===== config.mk =====
export PLATFORM = sky130hd
export DESIGN_NAME = object_file_section_loader
export DESIGN_NICKNAME = d
export VERILOG_FILES = /design/src/hdl/ofsl_pkg.sv /design/src/hdl/ofsl_parser.sv /design/src/hdl/ofsl_queue.sv /design/src/hdl/ofsl_writer.sv /design/src/hdl/object_file_section_loader.sv
export SDC_FILE = /design/constraint.sdc
export NUM_CORES = 1
export LEC_CHECK = 0
export BUFFER_PORTS_ARGS = -buffer_cell sky130_fd_sc_hd__buf_2
export CAP_MARGIN = 20
export CORE_ASPECT_RATIO = 0.5
export CORE_UTILIZATION = 25
export CTS_CLUSTER_SIZE = 20
export DETAILED_ROUTE_END_ITERATION = 10
export PLACE_DENSITY = 0.45
export SLEW_MARGIN = 20
export SYNTH_ARGS = -nofsm -noshare
export SYNTH_HDL_FRONTEND = slang
export SYNTH_HIERARCHICAL = 1
export SYNTH_SLANG_ARGS = --single-unit

===== constraint.sdc =====
create_clock -name clock -period 4.4 [get_ports clock]
set_input_delay 0 -clock clock [delete_from_list [all_inputs] [get_ports clock]]
set_output_delay 0 -clock clock [all_outputs]
set_load 0.05 [all_outputs]

===== src/hdl/ofsl_pkg.sv =====
`default_nettype none

package ofsl_pkg;

   localparam int unsigned WORD_W = 16;

   // Section header marks
   localparam logic [WORD_W-1:0] HDR_CODE = 16'hCADE;
   localparam logic [WORD_W-1:0] HDR_DATA = 16'hDADA;
   localparam logic [WORD_W-1:0] HDR_SYMB = 16'hC3B7;
   localparam logic [WORD_W-1:0] HDR_FILE = 16'hF17E;
   localparam logic [WORD_W-1:0] HDR_LINE = 16'h715E;

   // Words skipped after a line-number header
   localparam logic [WORD_W-1:0] LINE_SKIP = 16'd3;

   // Command passed from the parser to the writer
   typedef struct packed {
      logic              is_addr;   // 1: set running address, 0: emit a write
      logic              is_data;   // write came from a data section
      logic [WORD_W-1:0] value;     // address or payload word
   } cmd_type;

endpackage

`default_nettype wire


===== src/hdl/ofsl_parser.sv =====
`default_nettype none

module ofsl_parser (
   input  wire logic                        clock,
   input  wire logic                        reset,
   input  wire logic                        accept,
   input  wire logic [ofsl_pkg::WORD_W-1:0] word,
   input  wire logic                        start_of_file,
   output ofsl_pkg::cmd_type                cmd,
   output logic                             cmd_push
);

   typedef enum logic [2:0] {
      PH_SEEK  = 3'd0,
      PH_ADDR  = 3'd1,
      PH_COUNT = 3'd2,
      PH_LOAD  = 3'd3,
      PH_SKIP  = 3'd4
   } phase_type;

   typedef enum logic [2:0] {
      KIND_CODE = 3'd0,
      KIND_DATA = 3'd1,
      KIND_SYMB = 3'd2,
      KIND_FILE = 3'd3,
      KIND_LINE = 3'd4
   } kind_type;

   phase_type                    phase_ff, phase_in, phase_eff;
   kind_type                     kind_ff, kind_in;
   logic [ofsl_pkg::WORD_W-1:0]  remaining_ff, remaining_in;
   logic [ofsl_pkg::WORD_W-1:0]  remaining_dec;
   logic [ofsl_pkg::WORD_W-1:0]  skip_count;
   logic                         kind_loads;

   // Restart header search on a start-of-file word
   assign phase_eff     = start_of_file ? PH_SEEK : phase_ff;
   assign remaining_dec = remaining_ff - 1'b1;
   // Symbol and file-name payload: (count+1)/2 words, formed in 17 bits
   assign skip_count    = ofsl_pkg::WORD_W'(({1'b0, word} + 17'd1) >> 1);
   assign kind_loads    = kind_ff inside {KIND_CODE, KIND_DATA};

   // Classify the word and pick the next parse state
   always_comb begin
      phase_in     = phase_eff;
      kind_in      = kind_ff;
      remaining_in = remaining_ff;
      cmd_push     = 1'b0;
      cmd.is_addr  = 1'b0;
      cmd.is_data  = (kind_ff == KIND_DATA);
      cmd.value    = word;
      case (phase_eff)
         PH_ADDR: begin
            cmd.is_addr = 1'b1;
            cmd_push    = kind_loads;
            phase_in    = PH_COUNT;
         end
         PH_COUNT: begin
            if (kind_loads) begin
               remaining_in = word;
               phase_in     = (word == '0) ? PH_SEEK : PH_LOAD;
            end else begin
               remaining_in = skip_count;
               phase_in     = (skip_count == '0) ? PH_SEEK : PH_SKIP;
            end
         end
         PH_LOAD: begin
            cmd_push     = 1'b1;
            remaining_in = remaining_dec;
            if (remaining_dec == '0) begin
               phase_in = PH_SEEK;
            end
         end
         PH_SKIP: begin
            remaining_in = remaining_dec;
            if (remaining_dec == '0) begin
               phase_in = PH_SEEK;
            end
         end
         default: begin
            phase_in = PH_SEEK;
            case (word)
               ofsl_pkg::HDR_CODE: begin
                  kind_in  = KIND_CODE;
                  phase_in = PH_ADDR;
               end
               ofsl_pkg::HDR_DATA: begin
                  kind_in  = KIND_DATA;
                  phase_in = PH_ADDR;
               end
               ofsl_pkg::HDR_SYMB: begin
                  kind_in  = KIND_SYMB;
                  phase_in = PH_ADDR;
               end
               ofsl_pkg::HDR_FILE: begin
                  kind_in  = KIND_FILE;
                  phase_in = PH_COUNT;
               end
               ofsl_pkg::HDR_LINE: begin
                  kind_in      = KIND_LINE;
                  remaining_in = ofsl_pkg::LINE_SKIP;
                  phase_in     = PH_SKIP;
               end
               default: begin
                  phase_in = PH_SEEK;
               end
            endcase
         end
      endcase
   end

   // Hold parse state; advance only on an accepted word
   always_ff @(posedge clock) begin
      if (reset) begin
         phase_ff     <= PH_SEEK;
         kind_ff      <= KIND_CODE;
         remaining_ff <= '0;
      end else if (accept) begin
         phase_ff     <= phase_in;
         kind_ff      <= kind_in;
         remaining_ff <= remaining_in;
      end
   end

   // Payload loading and skipping always have words left to take
   a_load_nonzero: assert property (@(posedge clock) disable iff (reset)
      (phase_ff == PH_LOAD || phase_ff == PH_SKIP) |-> (remaining_ff != '0))
      else $error("parser in load or skip with no words left");

   // A write command only leaves while loading a code or data section
   a_push_kind: assert property (@(posedge clock) disable iff (reset)
      (cmd_push && !cmd.is_addr) |-> (phase_eff == PH_LOAD && kind_loads))
      else $error("write command outside a code or data payload");

   // The last payload word returns the parser to header search
   a_load_end: assert property (@(posedge clock) disable iff (reset)
      (accept && !start_of_file && phase_ff == PH_LOAD && remaining_ff == 16'd1)
      |=> (phase_ff == PH_SEEK))
      else $error("parser did not return to header search");

endmodule

`default_nettype wire


===== src/hdl/ofsl_queue.sv =====
`default_nettype none

module ofsl_queue #(
   parameter int unsigned DEPTH = 4
) (
   input  wire logic              clock,
   input  wire logic              reset,
   input  wire logic              push,
   input  wire ofsl_pkg::cmd_type push_cmd,
   output logic                   full,
   input  wire logic              pop,
   output ofsl_pkg::cmd_type      head_cmd,
   output logic                   not_empty
);

   localparam int unsigned PTR_W = (DEPTH > 1) ? $clog2(DEPTH) : 1;
   localparam int unsigned CNT_W = $clog2(DEPTH + 1);

   ofsl_pkg::cmd_type  slot_ff [DEPTH];
   logic [PTR_W-1:0]   wr_ptr_ff, wr_ptr_in;
   logic [PTR_W-1:0]   rd_ptr_ff, rd_ptr_in;
   logic [CNT_W-1:0]   count_ff, count_in;
   logic               do_push, do_pop;

   assign full      = (count_ff == CNT_W'(DEPTH));
   assign not_empty = (count_ff != '0);
   assign do_push   = push && !full;
   assign do_pop    = pop && not_empty;
   assign head_cmd  = slot_ff[rd_ptr_ff];

   // Advance pointers with wrap at the queue depth
   always_comb begin
      wr_ptr_in = wr_ptr_ff;
      rd_ptr_in = rd_ptr_ff;
      count_in  = count_ff;
      if (do_push) begin
         wr_ptr_in = (wr_ptr_ff == PTR_W'(DEPTH - 1)) ? '0 : wr_ptr_ff + 1'b1;
      end
      if (do_pop) begin
         rd_ptr_in = (rd_ptr_ff == PTR_W'(DEPTH - 1)) ? '0 : rd_ptr_ff + 1'b1;
      end
      case ({do_push, do_pop})
         2'b10:   count_in = count_ff + 1'b1;
         2'b01:   count_in = count_ff - 1'b1;
         default: count_in = count_ff;
      endcase
   end

   // Hold pointers and fill count
   always_ff @(posedge clock) begin
      if (reset) begin
         wr_ptr_ff <= '0;
         rd_ptr_ff <= '0;
         count_ff  <= '0;
      end else begin
         wr_ptr_ff <= wr_ptr_in;
         rd_ptr_ff <= rd_ptr_in;
         count_ff  <= count_in;
      end
   end

   // Store the pushed command
   always_ff @(posedge clock) begin
      if (do_push) begin
         slot_ff[wr_ptr_ff] <= push_cmd;
      end
   end

   a_count_range: assert property (@(posedge clock) disable iff (reset)
      count_ff <= CNT_W'(DEPTH))
      else $error("queue fill count beyond depth");

   a_fill_grow: assert property (@(posedge clock) disable iff (reset)
      (do_push && !do_pop) |=> (count_ff == $past(count_ff) + 1'b1))
      else $error("queue count did not grow on push");

   a_ptr_gap: assert property (@(posedge clock) disable iff (reset)
      (count_ff == '0) |-> (wr_ptr_ff == rd_ptr_ff))
      else $error("empty queue with unequal pointers");

endmodule

`default_nettype wire


===== src/hdl/ofsl_writer.sv =====
`default_nettype none

module ofsl_writer (
   input  wire logic                        clock,
   input  wire logic                        reset,
   input  wire ofsl_pkg::cmd_type           cmd,
   input  wire logic                        cmd_valid,
   output logic                             cmd_pop,
   output logic                             rsp_empty,
   input  wire logic                        rsp_pop,
   output logic [ofsl_pkg::WORD_W-1:0]      rsp_write_address,
   output logic [ofsl_pkg::WORD_W-1:0]      rsp_write_data,
   output logic                             rsp_section_is_data
);

   logic [ofsl_pkg::WORD_W-1:0] addr_ff, addr_in;
   logic                        out_valid_ff, out_valid_in;
   logic [ofsl_pkg::WORD_W-1:0] out_addr_ff, out_data_ff;
   logic                        out_is_data_ff;
   logic                        out_free;
   logic                        take_write;

   // Output slot frees up when empty or when its request leaves this cycle
   assign out_free   = !out_valid_ff || rsp_pop;
   assign cmd_pop    = cmd_valid && (cmd.is_addr || out_free);
   assign take_write = cmd_pop && !cmd.is_addr;

   // Load or advance the running address, wrapping at 16 bits
   always_comb begin
      addr_in = addr_ff;
      if (cmd_pop && cmd.is_addr) begin
         addr_in = cmd.value;
      end else if (take_write) begin
         addr_in = addr_ff + 1'b1;
      end
      out_valid_in = take_write ? 1'b1 : (rsp_pop ? 1'b0 : out_valid_ff);
   end

   always_ff @(posedge clock) begin
      if (reset) begin
         addr_ff      <= '0;
         out_valid_ff <= 1'b0;
      end else begin
         addr_ff      <= addr_in;
         out_valid_ff <= out_valid_in;
      end
   end

   // Capture the write request
   always_ff @(posedge clock) begin
      if (take_write) begin
         out_addr_ff    <= addr_ff;
         out_data_ff    <= cmd.value;
         out_is_data_ff <= cmd.is_data;
      end
   end

   assign rsp_empty           = !out_valid_ff;
   assign rsp_write_address   = out_addr_ff;
   assign rsp_write_data      = out_data_ff;
   assign rsp_section_is_data = out_is_data_ff;

   a_write_shows: assert property (@(posedge clock) disable iff (reset)
      take_write |=> !rsp_empty)
      else $error("taken write not presented");

   a_addr_step: assert property (@(posedge clock) disable iff (reset)
      take_write |=> (addr_ff == $past(addr_ff) + 1'b1))
      else $error("running address did not advance");

   a_addr_load: assert property (@(posedge clock) disable iff (reset)
      (cmd_pop && cmd.is_addr) |=> (addr_ff == $past(cmd.value)))
      else $error("running address not loaded");

   a_no_overwrite: assert property (@(posedge clock) disable iff (reset)
      take_write |-> (rsp_empty || rsp_pop))
      else $error("write request overwritten");

endmodule

`default_nettype wire


===== src/hdl/object_file_section_loader.sv =====
// Object file section loader.
// Request side is a queue input: present req_word and req_start_of_file with
// req_push; the word is taken at a clock edge where req_push is high and
// req_full is low. Result side is a queue output: while rsp_empty is low the
// oldest memory write sits on rsp_write_address, rsp_write_data and
// rsp_section_is_data, and it leaves at an edge where rsp_pop is high.
// One word is taken per cycle while req_full is low. The parser classifies
// each word in the cycle it is taken and queues a command; with the result
// side free, the writer turns a payload word into a write that shows on the
// result ports after passing the command queue, then the result register.
// Headers, counts, addresses and skipped words give no write.
// When the receiver stalls, writes pile up in the command queue
// (QUEUE_DEPTH entries) and the result register; req_full rises once the
// queue is full and drops as soon as a command moves on.
// Reset (synchronous, active high) returns the parser to header search,
// empties the queue and the result register and clears the running address.
`default_nettype none

module object_file_section_loader #(
   parameter int unsigned QUEUE_DEPTH = 4
) (
   input  wire logic        clock,
   input  wire logic        reset,
   input  wire logic        req_push,
   output logic             req_full,
   input  wire logic [15:0] req_word,
   input  wire logic        req_start_of_file,
   output logic             rsp_empty,
   input  wire logic        rsp_pop,
   output logic [15:0]      rsp_write_address,
   output logic [15:0]      rsp_write_data,
   output logic             rsp_section_is_data
);

   ofsl_pkg::cmd_type parse_cmd, head_cmd;
   logic              parse_push;
   logic              accept;
   logic              queue_full, queue_not_empty, queue_pop;

   assign req_full = queue_full;
   assign accept   = req_push && !queue_full;

   // Front: classify words
   ofsl_parser u_parser (
      .clock         (clock),
      .reset         (reset),
      .accept        (accept),
      .word          (req_word),
      .start_of_file (req_start_of_file),
      .cmd           (parse_cmd),
      .cmd_push      (parse_push)
   );

   // Decouple front and back
   ofsl_queue #(
      .DEPTH (QUEUE_DEPTH)
   ) u_queue (
      .clock     (clock),
      .reset     (reset),
      .push      (accept && parse_push),
      .push_cmd  (parse_cmd),
      .full      (queue_full),
      .pop       (queue_pop),
      .head_cmd  (head_cmd),
      .not_empty (queue_not_empty)
   );

   // Back: track the address and present writes
   ofsl_writer u_writer (
      .clock               (clock),
      .reset               (reset),
      .cmd                 (head_cmd),
      .cmd_valid           (queue_not_empty),
      .cmd_pop             (queue_pop),
      .rsp_empty           (rsp_empty),
      .rsp_pop             (rsp_pop),
      .rsp_write_address   (rsp_write_address),
      .rsp_write_data      (rsp_write_data),
      .rsp_section_is_data (rsp_section_is_data)
   );

endmodule

`default_nettype wire


==> results.py, run 1 <==
metrics = {
    "run_status": {
        "status": "finished, final reports clean",
    },
    "critical_path": {
        "crit_chain": "buf_4 > mux4_2 > o21ai_1 > inv_1 > o31ai_1 > inv_1 > ha_1 > inv_1 > fa_1 > xor2_1 > or3_2 > a21oi_1",
        "cp-start-kind": "flip-flop",
        "critPathArrivalTime_ps": 3460,
        "path_buf_inv": 4,
        "end_kind": "flip-flop",
        "crit_fanout": 18,
        "max_stage_delay_ps": 710,
        "required_ps": 4760,
        "worstSetupPathType": "flip-flop to flip-flop",
        "cp_common_cell": "inv_1",
        "worst_path_max_delay_cell": "mux4_2",
        "critPathTopFamily": "multiplexers",
    },
    "synth": {
        "syn-cell-area_sq_mm": 0.00767,
        "synth_top_area_share": 0.411,
        "yosysTopAreaCell": "edfxtp_1",
        "synthXorXnorAreaFrac": 0.0158,
        "ys_types": 81,
        "synth_edf_count": 105,
        "ys_seq_area_frac": 0.536,
        "synth-seq-cells": 153,
        "synthTopCellsByCount": "edfxtp_1, nor2_1, dfxtp_1",
        "post_synth.cell_area_avg_sq_um": 11.3,
        "synth_ff_type": "edfxtp_1",
        "syn_inst": 681,
        "synth_top_family_by_area": "simple AND/OR/NAND/NOR gates",
        "synthMuxAreaShare": 0.0660,
        "synth-adder-area-share": 0.0222,
        "yosysMostFrequentCell": "edfxtp_1",
        "synth_simple_gate_area_share": 0.174,
        "synth_compound_area_frac": 0.133,
        "yosysWarnings": 6,
        "synth_nets": 715,
        "async_flop_share": 0,
        "yosys-top-cells-area": "edfxtp_1, dfxtp_1, mux4_2",
    },
    "clock_tree": {
        "cts_tree": "built",
        "clkTransAtPathRegs_ps": 70,
        "htree_levels": 4,
        "cts_setup_buffers": 0,
        "cts_root_buffer": "clkbuf_16",
        "cts.sinks": 153,
        "cts_buffer_depth": 2,
        "clock_latency_ps": 430,
        "cts_buffers": 17,
    },
    "hold_path": {
        "min_path_type": "input pin to flip-flop",
    },
    "detailed_routing": {
        "drc": 0,
        "avgViaCountPerCell": 4.94,
        "drt_wl_total_um": 19800,
        "drt-initial-drc-count": 400,
        "ant_nets": 0,
        "firstDrtPassIters": 4,
        "vias": 5550,
        "routedWlPerCell_um": 17.7,
    },
    "timing": {
        "rsz0062_at_grt": "no",
        "post-route-period-util": 0.704,
        "worst_slack_ps": 1300,
        "finalCriticalPeriod_ps": 3100,
        "final_max_slew_viol_count": 0,
        "worst_pin_slew_ps": 804,
        "slew-limit-headroom": 0.450,
        "hold_violations": 0,
        "max_freq_mhz": 323,
        "fin_skew_ps": 9.03,
        "setup_violations": 0,
        "setup_tns_ps": 0,
    },
    "grt": {
        "grt_overflow": 0,
        "grt_pass1_vias": 5502,
        "antenna_found_initial": 0,
        "grt_max_degree": 52,
        "grt_use_total": 0.129,
        "grt_pass1_wl_um": 31400,
    },
    "pwr": {
        "cellPowerDensity_mw_per_mm2": 359,
        "finalPower_mw": 3.20,
        "p_leak_nw": 2.94,
        "ir_drop_mv": 0.287,
    },
    "layout": {
        "drive_gt1_frac": 0.193,
        "finalInstanceArea_sq_mm": 0.00892,
        "nNetsFinal": 753,
        "fillCellCount": 2970,
        "n_antenna_cell": 0,
        "area_delta_synth_final_pct": 16.3,
    },
    "floorplan": {
        "core-area_sq_mm": 0.0296,
        "die_x_um": 250,
        "start_util": 0.260,
        "dieArea_sq_mm": 0.0314,
        "io_pins": 56,
        "die_h_um": 126,
        "core.rowCount": 44,
    },
    "placement": {
        "gp_congestion": 0.819,
        "dpl_worst_slack_ps": 1300,
        "place_area_sq_mm": 0.00817,
        "io_buffers": 55,
        "dp_hpwl_um": 13500,
    },
    "job": {
        "maxCapViolations": 0,
    },
}
==> through the flow <==
stage                     hold WS [ps]  instances  utilization
after floorplan                    158        681            -
after global placement             347       1073        0.276
after global routing               141       1123        0.302
final                              139       1123        0.302
after detailed placement           368       1073        0.276
after CTS                          117       1123        0.302
==> registers in the layout, summed over array words and instances (netlist names), named ones only <==
| name | flops |
|---|---|
| u_writer/rsp_section_is_data | 1 |
| u_parser/kind_ff | 3 |
| u_writer/addr_ff | 16 |
| u_queue/wr_ptr_ff | 2 |
| u_writer/out_valid_ff | 1 |
| u_queue/slot_ff | 72 |
| u_queue/count_ff | 3 |
| u_writer/rsp_write_address | 16 |
| u_queue/rd_ptr_ff | 2 |
| u_writer/rsp_write_data | 16 |
| u_parser/remaining_ff | 16 |
| u_parser/phase_ff | 3 |
==> cell families after synthesis <==
family,Yosys count
simple gates,233
compound gates,157
flops,153
buf+inv,84
mux,28
xor+xnor,13
fa+ha+maj,13
==> cells in the final DEF, fill, tap and decap left out, types with 4 or more instances in the layout <==
master / instances
a211oi_1: 8
a21oi_1: 38
a22oi_1: 10
a311oi_1: 5
a31oi_1: 10
and2_1: 7
and3_1: 9
and3_2: 5
buf_2: 55
buf_4: 7
clkbuf_16: 17
clkinv_4: 4
dfxtp_1: 48
dlygate4sd3_1: 18
edfxtp_1: 105
ha_1: 12
inv_1: 23
inv_8: 4
mux2i_1: 9
mux4_2: 18
nand2_1: 31
nand2b_1: 5
nand3_1: 21
nand4_1: 19
nor2_1: 50
nor3_1: 21
nor4_1: 14
o21ai_0: 24
o21ai_1: 18
o22ai_1: 4
o31ai_1: 5
or3_1: 9
or4_1: 6
xnor2_1: 6
xor2_1: 6
==> final cells by class <==
class                      instances  area, sq um  share of cell area
clock buffer                      19          433              0.0485
clock inverter                    13          138              0.0154
sequential                       153         4110               0.461
inverter                          23         86.3             0.00967
multi-input combinational        444         3160               0.354
tap                              391          489              0.0548
timing repair buffer              80          508              0.0569
==> power by group <==
| part | total [mW] | switching, mW | internal [mW] |
|---|---|---|---|
| logic | 0.199 | 0.129 | 0.0694 |
| registers | 1.57 | 0.0203 | 1.55 |
| clock network | 1.43 | 0.637 | 0.797 |
==> timing repair <==
action                    4_1_cts  5_1_grt
hold endpoints to repair       66        0
hold buffers                   18        0
gates resized for setup         0        0
==> final timing paths <==
kind / cells after the start / to / start / slack [ps]
worst min-delay path: 4 / u_queue/wr_ptr_ff[0] / req_push / 140
worst max register to register: 12 / u_queue/count_ff[2] / flip-flop / 1300
worst min register to register: 2 / flip-flop / u_queue/rd_ptr_ff[0] / 490
worst max-delay path: 12 / u_queue/count_ff[2] / flip-flop / 1300
==> routing by layer <==
layer  global-route usage  vias up  routed length, um
met1                0.170     2743               9270
met3               0.0283       17                648
met5                    0        -                  0
li1                     -     2678                  -
met2                0.211      112               9690
met4               0.0392        0                219
==> worst min-delay path, delay by kind of cell <==
kind,cells,cell delay (ps)
AOI/OAI and AO/OA,1,60
buffers and inverters,1,110
and+or+nand+nor,2,350
(Power assumes the default switching activity.)
==> inputs of run 2 (changes only) <==
Settings changed: ABC_AREA set to 1.
Clock period 4.4 ns to 2.9 ns, I/O delays scaled along.
==> run 2 against run 1 <==
  * Power up 52%
  * Die area up 2.9%
  * Global-route usage grew 0.46 points
  * Synthesized area increased by 3.0%
  * Critical path depth grew 3
  * First-iteration DRC count grew 21%
  * Highest routed layer unchanged
==> results.py, run 2 <==
metrics = {
    "clock_tree": {
        "cts.sinks": 153,
        "clkTransAtPathRegs_ps": 60,
        "htree_levels": 4,
        "cts_root_buffer": "clkbuf_16",
        "cts_tree": "built",
        "clock_latency_ps": 440,
        "cts_buffer_depth": 2,
        "cts_setup_buffers": 0,
        "cts_resized": 0,
        "cts_buffers": 17,
    },
    "pwr": {
        "ir_drop_mv": 0.370,
        "p_leak_nw": 3.70,
        "finalPower_mw": 4.87,
        "cellPowerDensity_mw_per_mm2": 527,
    },
    "timing": {
        "setup_violations": 0,
        "fin_skew_ps": 10.0,
        "worst_pin_slew_ps": 654,
        "slew-limit-headroom": 0.559,
        "finalCriticalPeriod_ps": 2460,
        "rsz0062_at_grt": "no",
        "setup_tns_ps": 0,
        "hold_violations": 0,
        "final_max_slew_viol_count": 0,
        "max_freq_mhz": 407,
        "post-route-period-util": 0.848,
    },
    "placement": {
        "io_buffers": 55,
        "dp_hpwl_um": 15000,
        "gp_congestion": 0.865,
    },
    "detailed_routing": {
        "routedWlPerCell_um": 14.8,
        "firstDrtPassIters": 5,
        "ant_nets": 0,
        "drt-initial-drc-count": 485,
        "drt_wl_total_um": 21000,
        "drc": 0,
        "avgViaCountPerCell": 4.45,
        "vias": 6292,
    },
    "layout": {
        "n_antenna_cell": 0,
        "nNetsFinal": 1011,
        "largest_reg_flops": 72,
        "utilization": 0.301,
        "final_cell_mix": "nand2_1, nor2_1, edfxtp_1, inv_1, nand3_1",
        "area_delta_synth_final_pct": 17.1,
        "drive_gt1_frac": 0.154,
        "largest-register": "u_queue/slot_ff",
        "final_common_cell": "nand2_1",
        "fillCellCount": 3261,
    },
    "synth": {
        "synth_edf_count": 105,
        "syn-cell-area_sq_mm": 0.00790,
        "syn_inst": 910,
        "synthTopCellsByCount": "nand2_1, nor2_1, edfxtp_1",
        "synth-adder-area-share": 0.0215,
        "yosysMostFrequentCell": "nand2_1",
        "synthXorXnorAreaFrac": 0.00222,
        "yosys-top-cells-area": "edfxtp_1, dfxtp_1, nand2_1",
        "synth_compound_area_frac": 0.113,
        "synth_top_family_by_area": "simple AND/OR/NAND/NOR gates",
        "yosysWarnings": 6,
        "synth_nets": 944,
        "yosysTopAreaCell": "edfxtp_1",
        "ys_seq_area_frac": 0.521,
        "synth_simple_gate_area_share": 0.253,
        "ys_types": 44,
        "synth_ff_type": "edfxtp_1",
        "synth-seq-cells": 153,
        "post_synth.cell_area_avg_sq_um": 8.68,
        "synthMuxAreaShare": 0,
        "async_flop_share": 0,
        "synth_top_area_share": 0.399,
    },
    "floorplan": {
        "core.rowCount": 45,
        "die_h_um": 128,
        "core-area_sq_mm": 0.0307,
        "die_x_um": 253,
        "dieArea_sq_mm": 0.0324,
        "start_util": 0.257,
        "io_pins": 56,
    },
    "critical_path": {
        "critPathArrivalTime_ps": 2830,
        "worstSetupPathType": "flip-flop to flip-flop",
        "crit_fanout": 36,
        "crit_chain": "inv_8 > o21ai_0 > o22ai_1 > nand2_2 > nand2_4 > nand2_1 > inv_1 > ha_1 > inv_1 > fa_1 > nand2_1 > nand3_1 > nand2_1 > inv_1 > nor2_1",
        "end_kind": "flip-flop",
        "required_ps": 3270,
        "max_stage_delay_ps": 390,
        "worst_path_max_delay_cell": "dfxtp_1",
        "cp-start-kind": "flip-flop",
    },
    "grt": {
        "grt_max_degree": 37,
        "grt_overflow": 0,
        "grt_use_total": 0.133,
        "grt_pass1_wl_um": 32900,
        "grt_pass1_vias": 6154,
        "antenna_found_initial": 0,
    },
    "hold_path": {
        "min_path_type": "input pin to flip-flop",
    },
    "run_status": {
        "status": "finished, final reports clean",
    },
    "job": {
        "maxCapViolations": 0,
    },
}
run 2: worst max-delay path: cells and delay by family, from the launching register on:
kind,cells,cell delay [ps]
fa+ha+maj,2,540
simple gates,7,740
flops,1,390
compound gates,2,320
buf+inv,4,400
run 2: cell families after synthesis:
kind of cell / after synthesis
compound gates: 151
xor+xnor: 2
buf+inv: 144
flops: 153
fa+ha+maj: 13
simple gates: 447
run 2: final cells by class:
cell class,instances,area [sq um],share of cell area
inverters,107,413,0.0446
clock buffers,18,429,0.0464
clock inverters,14,139,0.0150
flip-flops and latches,153,4110,0.445
repair buffers,85,543,0.0587
multi-input cells,613,3080,0.333
well taps,423,529,0.0572
run 2: stage by stage:
stage / hold slack, ps / setup slack [ps] / instances / area [sq um]
floorplan: 167 / 237 / 910 / 7900
global placement: 330 / 528 / 1364 / 8510
detailed placement: 332 / 446 / 1364 / 8510
CTS: 21.5 / 422 / 1413 / 9250
global route: 50.4 / 180 / 1413 / 9250
finish: 41.1 / 442 / 1413 / 9250
run 2: what timing repair did:
action | CTS | global route
hold buffers | 17 | 0
hold endpoints to repair | 65 | 0
setup endpoints to repair | 0 | 0
run 2: path summary, 6_finish.rpt:
path	start	endpoint	slack, ps	cells after the start
worst max-delay path	flip-flop	u_queue/count_ff[2]	440	15
worst min register to register	u_parser/kind_ff[0]	u_parser/kind_ff[0]	450	2
worst max register to register	flip-flop	u_queue/count_ff[2]	440	15
worst min-delay path	req_start_of_file	u_parser/phase_ff[0]	40	6
run 2: layer usage:
metal  GRT usage  vias to the layer above  routed length (um)
met2       0.223                      114                9810
met4      0.0414                        0                 349
met3      0.0347                       20                 845
li1            -                     3199                   -
met5           0                        -                   0
met1       0.169                     2959                9960
run 2: power breakdown:
| group | internal, mW | switching (mW) | total [mW] | leakage [nW] |
|---|---|---|---|---|
| Clock | 1.20 | 0.945 | 2.14 | 0.275 |
| Sequential | 2.34 | 0.0135 | 2.35 | 1.34 |
| Combinational | 0.118 | 0.261 | 0.379 | 2.08 |
| Total | 3.65 | 1.22 | 4.87 | 3.70 |
==> inputs of run 3 (changes only) <==
Settings changed: PLACE_DENSITY 0.45 to 0.46.
Clock period 2.9 ns to 2.2 ns, I/O delays scaled along.
==> run 3 against run 2 <==
  * Utilization up 0.82 points
  * Power up 33%
  * Die area did not move
  * Sequential share of layout area fell by 1.1 points
  * Sequential power rose by 32%
  * Non-clock buffer count rose by 19
  * Flip-flop and latch count unchanged
  * Setup slack worse by 270 ps
  * Design area grew 2.7%
  * Fmax is 21% higher
  * First-iteration DRC count decreased by 2.5%
  * Via count increased by 0.81%
  * Highest routed layer unchanged
==> results.py, run 3 (same netlist as run 2, synthesis figures left out) <==
metrics = {
    "hold_path": {
        "whs_path_depth": 5,
        "min_path_type": "input pin to flip-flop",
    },
    "layout": {
        "largest-register": "u_queue/slot_ff",
        "n_antenna_cell": 0,
        "drive_gt1_frac": 0.184,
        "area_delta_synth_final_pct": 20.3,
        "utilization": 0.310,
        "final_common_cell": "nand2_1",
        "final_cell_mix": "nand2_1, nor2_1, edfxtp_1, inv_1, nand3_1",
        "nNetsFinal": 1030,
        "largest_reg_flops": 72,
    },
    "pwr": {
        "cellPowerDensity_mw_per_mm2": 681,
        "ir_drop_mv": 0.493,
        "p_leak_nw": 3.81,
    },
    "floorplan": {
        "start_util": 0.257,
        "io_pins": 56,
        "die_h_um": 128,
        "die_x_um": 253,
        "core.rowCount": 45,
        "core-area_sq_mm": 0.0307,
        "dieArea_sq_mm": 0.0324,
    },
    "critical_path": {
        "critPathArrivalTime_ps": 2410,
        "required_ps": 2570,
        "end_kind": "flip-flop",
        "cp-start-kind": "flip-flop",
        "worstSetupPathType": "flip-flop to flip-flop",
        "crit_fanout": 4,
        "ff2ff_path_depth": 14,
    },
    "grt": {
        "grt_max_degree": 27,
        "grt_pass1_vias": 6074,
        "grt_overflow": 0,
        "grt_use_total": 0.135,
        "grt_pass1_wl_um": 33300,
        "antenna_found_initial": 0,
    },
    "timing": {
        "post-route-period-util": 0.923,
        "final_max_slew_viol_count": 0,
        "max_freq_mhz": 492,
        "finalCriticalPeriod_ps": 2030,
        "fin_skew_ps": 9.42,
        "hold_ws_ps": 156,
        "slew-limit-headroom": 0.640,
        "setup_violations": 0,
        "hold_violations": 0,
        "worst_pin_slew_ps": 540,
    },
    "detailed_routing": {
        "routedWlPerCell_um": 14.8,
        "drt_wl_total_um": 21200,
        "avgViaCountPerCell": 4.43,
        "drt-initial-drc-count": 473,
        "drc": 0,
        "ant_nets": 0,
        "vias": 6343,
        "firstDrtPassIters": 5,
    },
    "placement": {
        "io_buffers": 55,
        "dp_hpwl_um": 15200,
        "gp_congestion": 0.853,
    },
    "clock_tree": {
        "clkTransAtPathRegs_ps": 70,
        "cts_buffer_depth": 2,
        "cts.sinks": 153,
        "cts_tree": "built",
        "clock_latency_ps": 440,
        "cts_buffers": 17,
        "htree_levels": 4,
        "cts_root_buffer": "clkbuf_16",
    },
    "job": {
        "maxCapViolations": 0,
    },
    "run_status": {
        "status": "finished, final reports clean",
    },
}
==> run 3: area by class of cell <==
cell class | instances | area (sq um)
Clock buffer | 18 | 429
Clock inverter | 14 | 136
Fill cell | 3244 | 21200
Inverter | 107 | 413
Multi-Input combinational cell | 613 | 3120
Sequential cell | 153 | 4120
Tap cell | 423 | 529
Timing Repair Buffer | 104 | 751
==> run 3: critical path, stage by stage (launching register included) <==
cell and delay, ps:
dfxtp_4 390, o21ai_1 90, o22ai_2 180, nand2_2 100, nand2_4 70, nand2_2 70
inv_1 70, ha_2 170, inv_1 60, fa_1 370, nand2_1 110, nand3_1 90
nand2_1 70, inv_1 30, nor2_1 100
==> run 3: worst paths after layout <==
check                 startpoint             endpoint  slack (ps)
min reg2reg  u_parser/kind_ff[0]  u_parser/kind_ff[0]         450
max                    flip-flop  u_queue/count_ff[2]         170
min                      rsp_pop  u_writer/addr_ff[2]         160
max reg2reg            flip-flop  u_queue/count_ff[2]         170
==> run 3: timing repair <==
| action | CTS | global route |
|---|---|---|
| gates resized for setup | 1 | 17 |
| hold buffers | 18 | 0 |
| buffers inserted | 0 | 2 |
| pin swaps | 0 | 2 |
| endpoints found under the setup margin | 1 | 4 |
| endpoints found under the hold margin | 70 | 0 |
==> run 3: through the flow <==
stage	std cells	setup TNS [ps]	total power [mW]	setup WS, ps	instance area (sq um)
2_1_floorplan	910	-13390	3.51	-186	7910
3_3_place_gp	1380	0	3.64	41.9	8700
3_5_place_dp	1380	-90.9	3.64	-90.9	8700
4_1_cts	1430	0	6.54	13.2	9450
5_1_grt	1432	-7.04	6.74	-7.04	9500
6_report	1432	0	6.47	169	9500
==> run 3: routing by layer <==
layer,track usage,part of all wire,vias to the layer above
met4,0.0342,0.0099,0
met2,0.224,0.47,94
met5,0,0,-
li1,-,-,3238
met3,0.0365,0.036,15
met1,0.175,0.49,2996
==> run 3: power breakdown <==
group          leakage [nW]  internal, mW  switching (mW)  total [mW]
Combinational          2.20         0.167           0.348       0.514
Clock                 0.273          1.58            1.27        2.86
Sequential             1.34          3.08          0.0183        3.10
